### src/design/merge_sorter_macros.svh
// ---------------------------------------------------------------------------
// merge_sorter_macros.svh
// Assertion macros used by the merge_sorter RTL.
// ---------------------------------------------------------------------------
`ifndef MERGE_SORTER_MACROS_SVH
`define MERGE_SORTER_MACROS_SVH

// A condition that must hold at every clock edge out of reset.
`define MS_CHECK(lbl, cond, msg) \
	lbl: assert property (@(posedge clk) disable iff (!arst_n) (cond)) else $error(msg);

// A condition that must hold in the cycle after a trigger.
`define MS_IMPLY(lbl, ante, cons, msg) \
	lbl: assert property (@(posedge clk) disable iff (!arst_n) (ante) |=> (cons)) \
		else $error(msg);

`endif

### src/design/ms_pkg.sv
// ---------------------------------------------------------------------------
// ms_pkg
// Types and constants of the insertion-chain sorter.
// ---------------------------------------------------------------------------
`default_nettype none

package ms_pkg;

	localparam int unsigned DEFAULT_MAX_ELEMS = 16;

	typedef struct packed {
		logic signed [31:0] value;
		logic               last;
	} in_t;

	typedef struct packed {
		logic signed [31:0] sorted_value;
		logic               last_out;
		logic               overflow;
	} out_t;

	// Contents of one cell of the chain.
	typedef struct packed {
		logic               valid;
		logic signed [31:0] value;
	} slot_t;

	// Operation applied to every cell in a cycle.
	typedef struct packed {
		logic insert;
		logic pop;
	} ctl_t;

	typedef enum logic {
		ST_LOAD,
		ST_EMIT
	} state_t;

endpackage

`default_nettype wire

### src/design/ms_cell.sv
// ---------------------------------------------------------------------------
// ms_cell
// One cell of the sorting chain: holds one element, makes room for a new
// item by passing its element to the right, or takes its right neighbor's
// element while the chain drains.
// ---------------------------------------------------------------------------
`default_nettype none

module ms_cell (
	input  wire logic               clk,
	input  wire logic               arst_n,
	input  wire ms_pkg::ctl_t       ctl,
	input  wire logic signed [31:0] new_value,
	input  wire ms_pkg::slot_t      left,
	input  wire logic               left_gt,
	input  wire ms_pkg::slot_t      right,
	output ms_pkg::slot_t           slot,
	output logic                    gt
);

	logic               valid_q;
	logic signed [31:0] value_q;

	// An empty cell counts as larger than anything, so equal values stay
	// in arrival order.
	assign gt   = !valid_q || (value_q > new_value);
	assign slot = '{valid: valid_q, value: value_q};

	always_ff @(posedge clk or negedge arst_n) begin
		if (!arst_n) begin
			valid_q <= 1'b0;
		end else if (ctl.pop) begin
			valid_q <= right.valid;
		end else if (ctl.insert && gt) begin
			valid_q <= left_gt ? left.valid : 1'b1;
		end
	end

	always_ff @(posedge clk) begin
		if (ctl.pop) begin
			value_q <= right.value;
		end else if (ctl.insert && gt) begin
			value_q <= left_gt ? left.value : new_value;
		end
	end

endmodule

`default_nettype wire

### src/design/merge_sorter.sv
// The closing item moves the state register to ST_EMIT, whose first pop loads
// the output register behind res_valid (later only while the previous set's
// final result still waits); then one result per cycle while res_stall is low.
// Throughput: one element per cycle while loading, one per cycle while
// draining with res_stall low; no items are taken while the chain drains.
// Reset: all cells empty, drop flag clear, output register empty.
// ---------------------------------------------------------------------------
// merge_sorter
// Sorts a set of signed values in ascending order with a chain of insertion
// cells and emits them in order, flagging sets that overflowed the chain.
// ---------------------------------------------------------------------------
`default_nettype none

`include "merge_sorter_macros.svh"

module merge_sorter #(
	parameter int unsigned MAX_ELEMS = ms_pkg::DEFAULT_MAX_ELEMS
) (
	input  wire logic         clk,
	input  wire logic         arst_n,
	input  wire logic         elem_valid,
	output logic              elem_stall,
	input  wire ms_pkg::in_t  elem,
	output logic              res_valid,
	input  wire logic         res_stall,
	output ms_pkg::out_t      res
);

	ms_pkg::state_t state_q, state_d;
	ms_pkg::ctl_t   ctl;
	ms_pkg::slot_t  slots [MAX_ELEMS];
	logic           gts   [MAX_ELEMS];
	logic           drop_q;
	logic           out_valid_q;
	ms_pkg::out_t   out_q;
	logic           take;
	logic           full;
	logic           out_free;
	logic           last_pop;
	logic           sorted_ok;
	logic           packed_ok;

	assign full     = slots[MAX_ELEMS-1].valid;
	assign take     = elem_valid && !elem_stall;
	assign out_free = !out_valid_q || !res_stall;
	assign last_pop = ctl.pop && !slots[1].valid;

	always_comb begin
		state_d    = state_q;
		ctl        = '{insert: 1'b0, pop: 1'b0};
		elem_stall = 1'b0;
		unique case (state_q)
			ms_pkg::ST_LOAD: begin
				ctl.insert = take && !full;
				if (take && elem.last) begin
					state_d = ms_pkg::ST_EMIT;
				end
			end
			ms_pkg::ST_EMIT: begin
				elem_stall = 1'b1;
				ctl.pop    = out_free && slots[0].valid;
				if (ctl.pop && !slots[1].valid) begin
					state_d = ms_pkg::ST_LOAD;
				end
			end
			default: begin
				state_d = ms_pkg::ST_LOAD;
			end
		endcase
	end

	always_ff @(posedge clk or negedge arst_n) begin
		if (!arst_n) begin
			state_q <= ms_pkg::ST_LOAD;
		end else begin
			state_q <= state_d;
		end
	end

	for (genvar i = 0; i < MAX_ELEMS; i++) begin : g_cell
		ms_pkg::slot_t left_slot;
		ms_pkg::slot_t right_slot;
		logic          left_gt;

		if (i == 0) begin : g_head
			assign left_slot = '{valid: 1'b0, value: '0};
			assign left_gt   = 1'b0;
		end else begin : g_mid
			assign left_slot = slots[i-1];
			assign left_gt   = gts[i-1];
		end

		if (i == MAX_ELEMS - 1) begin : g_tail
			assign right_slot = '{valid: 1'b0, value: '0};
		end else begin : g_body
			assign right_slot = slots[i+1];
		end

		ms_cell u_cell (
			.clk       (clk),
			.arst_n    (arst_n),
			.ctl       (ctl),
			.new_value (elem.value),
			.left      (left_slot),
			.left_gt   (left_gt),
			.right     (right_slot),
			.slot      (slots[i]),
			.gt        (gts[i])
		);
	end

	// A value that arrives at a full chain, the closing one included, is lost.
	always_ff @(posedge clk or negedge arst_n) begin
		if (!arst_n) begin
			drop_q <= 1'b0;
		end else if (last_pop) begin
			drop_q <= 1'b0;
		end else if (ctl.insert == 1'b0 && take && full) begin
			drop_q <= 1'b1;
		end
	end

	always_ff @(posedge clk or negedge arst_n) begin
		if (!arst_n) begin
			out_valid_q <= 1'b0;
		end else if (ctl.pop) begin
			out_valid_q <= 1'b1;
		end else if (!res_stall) begin
			out_valid_q <= 1'b0;
		end
	end

	always_ff @(posedge clk) begin
		if (ctl.pop) begin
			out_q <= '{sorted_value: slots[0].value,
			           last_out:     !slots[1].valid,
			           overflow:     drop_q};
		end
	end

	assign res_valid = out_valid_q;
	assign res       = out_q;

	always_comb begin
		sorted_ok = 1'b1;
		packed_ok = 1'b1;
		for (int i = 0; i < MAX_ELEMS - 1; i++) begin
			if (slots[i].valid && slots[i+1].valid
			    && slots[i].value > slots[i+1].value) begin
				sorted_ok = 1'b0;
			end
			if (!slots[i].valid && slots[i+1].valid) begin
				packed_ok = 1'b0;
			end
		end
	end

	`MS_CHECK(a_chain_sorted, sorted_ok, "cell chain out of order")
	`MS_CHECK(a_chain_packed, packed_ok, "gap in cell chain")
	`MS_IMPLY(a_last_marked, last_pop,
		res_valid && res.last_out && !slots[0].valid && state_q == ms_pkg::ST_LOAD,
		"final pop did not end the set")
	`MS_IMPLY(a_close_emits, take && elem.last,
		state_q == ms_pkg::ST_EMIT && slots[0].valid,
		"closing item did not start emission")

endmodule

`default_nettype wire
### config.mk
export PLATFORM = sky130hd
export DESIGN_NAME = merge_sorter
export DESIGN_NICKNAME = d
export VERILOG_FILES = /design/src/design/ms_pkg.sv /design/src/design/ms_cell.sv /design/src/design/merge_sorter.sv
export VERILOG_INCLUDE_DIRS = /design/src /design/src/design
export SDC_FILE = /design/constraint.sdc
export NUM_CORES = 2
export LEC_CHECK = 0
export BUFFER_PORTS_ARGS = -buffer_cell sky130_fd_sc_hd__buf_2
export CORE_ASPECT_RATIO = 2
export CORE_MARGIN = 2
export CORE_UTILIZATION = 64
export CTS_BUF_LIST = sky130_fd_sc_hd__clkbuf_4 sky130_fd_sc_hd__clkbuf_8 sky130_fd_sc_hd__clkbuf_16
export DETAILED_ROUTE_END_ITERATION = 12
export PLACE_DENSITY_LB_ADDON = 0.2
export REMOVE_ABC_BUFFERS = 1
export SLEW_MARGIN = 20
export SYNTH_ARGS = -nofsm -noshare
export SYNTH_HDL_FRONTEND = slang
export SYNTH_SLANG_ARGS = --single-unit
export TNS_END_PERCENT = 30
### constraint.sdc
create_clock -name clk -period 4.3 [get_ports clk]
set_clock_uncertainty 0.1 [all_clocks]
set_input_delay 0.86 -clock clk [delete_from_list [all_inputs] [get_ports clk]]
set_output_delay 0.86 -clock clk [all_outputs]
set_load 0.05 [all_outputs]
==> summary.txt <==
Status
  – Status: finished clean

Die
  – Die height: 346 µm
  – Std cell rows: 125
  – Die W: 175 µm
  – Initial core utilization: 0.645
  – Die area: 0.0604 mm²
  – Core area: 0.0579 mm²
  – Io pins: 73

Min path
  – Hold crit path type: primary input to asynchronous set/reset pin

Finish
  – Net count, final: 4284
  – Area taken by multi-input logic gates: 0.0196 mm²
  – Post-route cell area: 0.0416 mm²
  – Most frequent cells in the layout: 598 x nand2_1, 514 x edfxtp_1, 480 x ha_1, 442 x nand3_1, 389 x o211ai_1
  – Most common cell after layout, fill and taps aside: nand2_1
  – Storage cell area: 0.0166 mm²
  – FILL cells: 4275
  – Share of post-route cells with drive strength above 1: 0.109
  – Area Growth Syn to Fin: 11.5%

Timing
  – RSZ-0062 raised after global routing: false
  – TNS Setup: 0 ns
  – Hold Vio Cnt, Final: 0
  – Period minus WS final: 4.16 ns
  – Final period util: 0.967
  – Worst slew pin tran: 0.900 ns
  – Relative slew slack: 0.399
  – Final setup viols: 0
  – Max Slew Vio Count: 0
  – Highest clock rate: 0.240 GHz

Clocking
  – H-Tree Depth: 2
  – Clock Tree Root: clkbuf_16
  – TritonCTS clock tree: yes
  – Skew-Pair Late Insertion Delay: 0.64 ns
  – Hold Buf Count CTS: 0
  – Maximum clock path buffer count: 3
  – Clock sink total: 565
  – Post-CTS Resized: 0
  – Worst-path clk slew: 0.07 ns
  – Setup Fix Bufs, Post-CTS: 0
  – Num CTS Buffers: 53

Detailed routing
  – Vias: 34000
  – Vias/cell: 7.43
  – Final ANT Viol Nets: 0
  – DR iter-0 viols: 3621
  – Wire per inst: 30.4 µm
  – First drt pass iteration count: 9
  – Routed WL: 139 mm
  – DRC: 0

Critical path
  – Setup crit start kind: primary input
  – Reg2Reg Setup Slack: 0.44 ns
  – CP endpoint kind: flip-flop
  – Critical Path Start: elem[29]
  – Reg2reg path depth: 10
  – CP Max Fanout: 32
  – Reg2reg start: g_cell[10].u_cell.value_q[29]
  – Critical Path RT: 4.65 ns
  – R2r endpoint: g_cell[11].u_cell.value_q[20]
  – WS Path Type: primary input to flip-flop
  – CP arrival: 4.51 ns

Synthesis
  – Ys flop type: edfxtp_1
  – Seq cells post-synth: 565
  – Mapped Cells: 3711
  – Synth top area share: 0.413
  – Syn Area/Cell: 10.1 µm²
  – FFs w/ async S/R, synth: 0.0336
  – Synthesized area: 0.0373 mm²
  – Cell type with the largest total area after synthesis: edfxtp_1
  – Synth unique cells: 63
  – Post-synth EDFFs: 514
  – Yosys Warn Count: 0
  – Post-synthesis sequential area ratio: 0.443
  – Largest cells by area after synthesis: edfxtp_1 41%, ha_1 16%, o211ai_1 7.8%

Global routing
  – All-Layer GR Usage: 0.455
  – GR Overflow Total: 0
  – Vias in the first global route: 34800
  – Initial antenna violation count: 4
  – First-pass GRT wire length: 206 mm
  – Largest net degree at the start of global routing: 127

Pwr
  – VDD IR-drop max: 599 µV
  – Sequential Power Share: 0.362
  – Clock share of power: 0.124
  – P_leak: 16.4 nW
  – P per Cell Area: 984 mW/mm²
  – Net Sw Frac: 0.469
  – Int Power: 21.7 mW
  – Switching pwr: 19.2 mW
  – Comb power frac: 0.514

Place
  – Detailed placer's ending HPWL: 104 mm
  – RePlAce Congestion: 1.01
  – Number of port buffers: 72
  – Cell area after placement: 0.0398 mm²

Run
  – Max Cap Viol: 0
## worst max-delay path: stages
cell and delay, ns:
buf_2 0.16, inv_1 0.35, ha_1 0.45, nand4_1 0.19
nor3_2 0.33, nand4_1 0.28, nor4_1 0.40, o21ai_0 0.33
a211oi_4 0.41, buf_4 0.38, nand3_1 0.16, o211ai_1 0.15
## layer usage
layer	track usage	vias to the layer above	part of all wire	routed length [µm]
met5	0	-	0.000094	13
met4	0.497	2	0.14	19300
met3	0.0698	986	0.069	9650
met2	0.782	2377	0.49	68700
met1	0.438	16100	0.30	41300
li1	-	14600	-	-
## how the worst max path moves through the flow
stage,end,slack [ns]
3_5_place_dp,g_cell[11].u_cell.value_q[20],-0.22
5_1_grt,g_cell[11].u_cell.value_q[20],0.08
4_1_cts,g_cell[11].u_cell.value_q[22],0.42
3_3_place_gp,g_cell[11].u_cell.value_q[31],-0.10
6_report,g_cell[11].u_cell.value_q[20],0.14
2_1_floorplan,g_cell[0].u_cell.value_q[0],-29.13
## power by group through the flow
stage | Combinational (mW) | Sequential [mW] | Clock [mW]
global placement | 19.4 | 14.7 | 0
global route | 22.8 | 14.9 | 5.26
detailed placement | 20.5 | 14.7 | 0
finish | 21.0 | 14.8 | 5.08
CTS | 20.6 | 14.6 | 5.06
floorplan | 10.3 | 11.8 | 0
## metrics by stage
| stage | std cells | util | total power [mW] | setup slack [ns] | hold WS (ns) |
|---|---|---|---|---|---|
| 6_report | 4577 | 0.719 | 40.9 | 0.140 | 0.106 |
| 5_1_grt | 4575 | 0.719 | 42.9 | 0.0807 | 0.128 |
| 4_1_cts | 4574 | 0.719 | 40.3 | 0.421 | 0.112 |
| 3_5_place_dp | 4474 | 0.688 | 35.2 | -0.222 | 0.360 |
| 3_3_place_gp | 4474 | 0.688 | 34.1 | -0.105 | 0.351 |
| 2_1_floorplan | 3450 | - | 22.1 | -29.13 | 0.326 |
## cell families after synthesis
kind of cell               share of synthesized area
DFF                                            0.443
and+or+nand+nor                                0.160
muxes                                        0.00925
buffers and inverters                         0.0366
adders and majority gates                      0.161
AOI/OAI and AO/OA                              0.190
## state kept, by name, summed over array words and instances (netlist names)
register	cells
g_cell.u_cell.value_q	512
res_valid	1
g_cell.u_cell.valid_q	16
state_q	1
res	34
drop_q	1
## synthesized netlist by cell type, types with 3 or more instances
master,n
nor3_1,15
o21ai_0,84
o211ai_2,30
a21o_1,51
o221ai_1,18
o2111ai_1,37
o211ai_1,389
ha_1,480
nand3_1,443
o31ai_1,4
o31a_1,10
a21boi_0,19
buf_2,61
o311a_1,6
o21bai_1,4
dfxtp_1,32
a221oi_1,3
nor2_1,59
mux2i_1,33
nor4_1,13
a2111o_1,9
o221a_2,3
edfxtp_1,514
clkbuf_1,174
a211oi_1,12
nor2b_1,20
nand2_1,598
a211o_1,5
buf_1,17
o221a_1,29
a21oi_1,234
a31oi_1,17
buf_6,4
and4_1,4
buf_4,5
inv_1,69
nand4_1,107
dfrtp_1,19
o21a_1,18
nand2b_1,34
## layout make-up
class,count,area share
Tap cell,762,0.0229
Timing Repair Buffer,262,0.0576
Sequential cell,565,0.398
Clock buffer,80,0.0397
Inverter,70,0.00649
Clock inverter,20,0.00406
Multi-Input combinational cell,2815,0.471
Antenna cell,3,0.000180
Note: power is estimated with default switching activity, not from simulation.
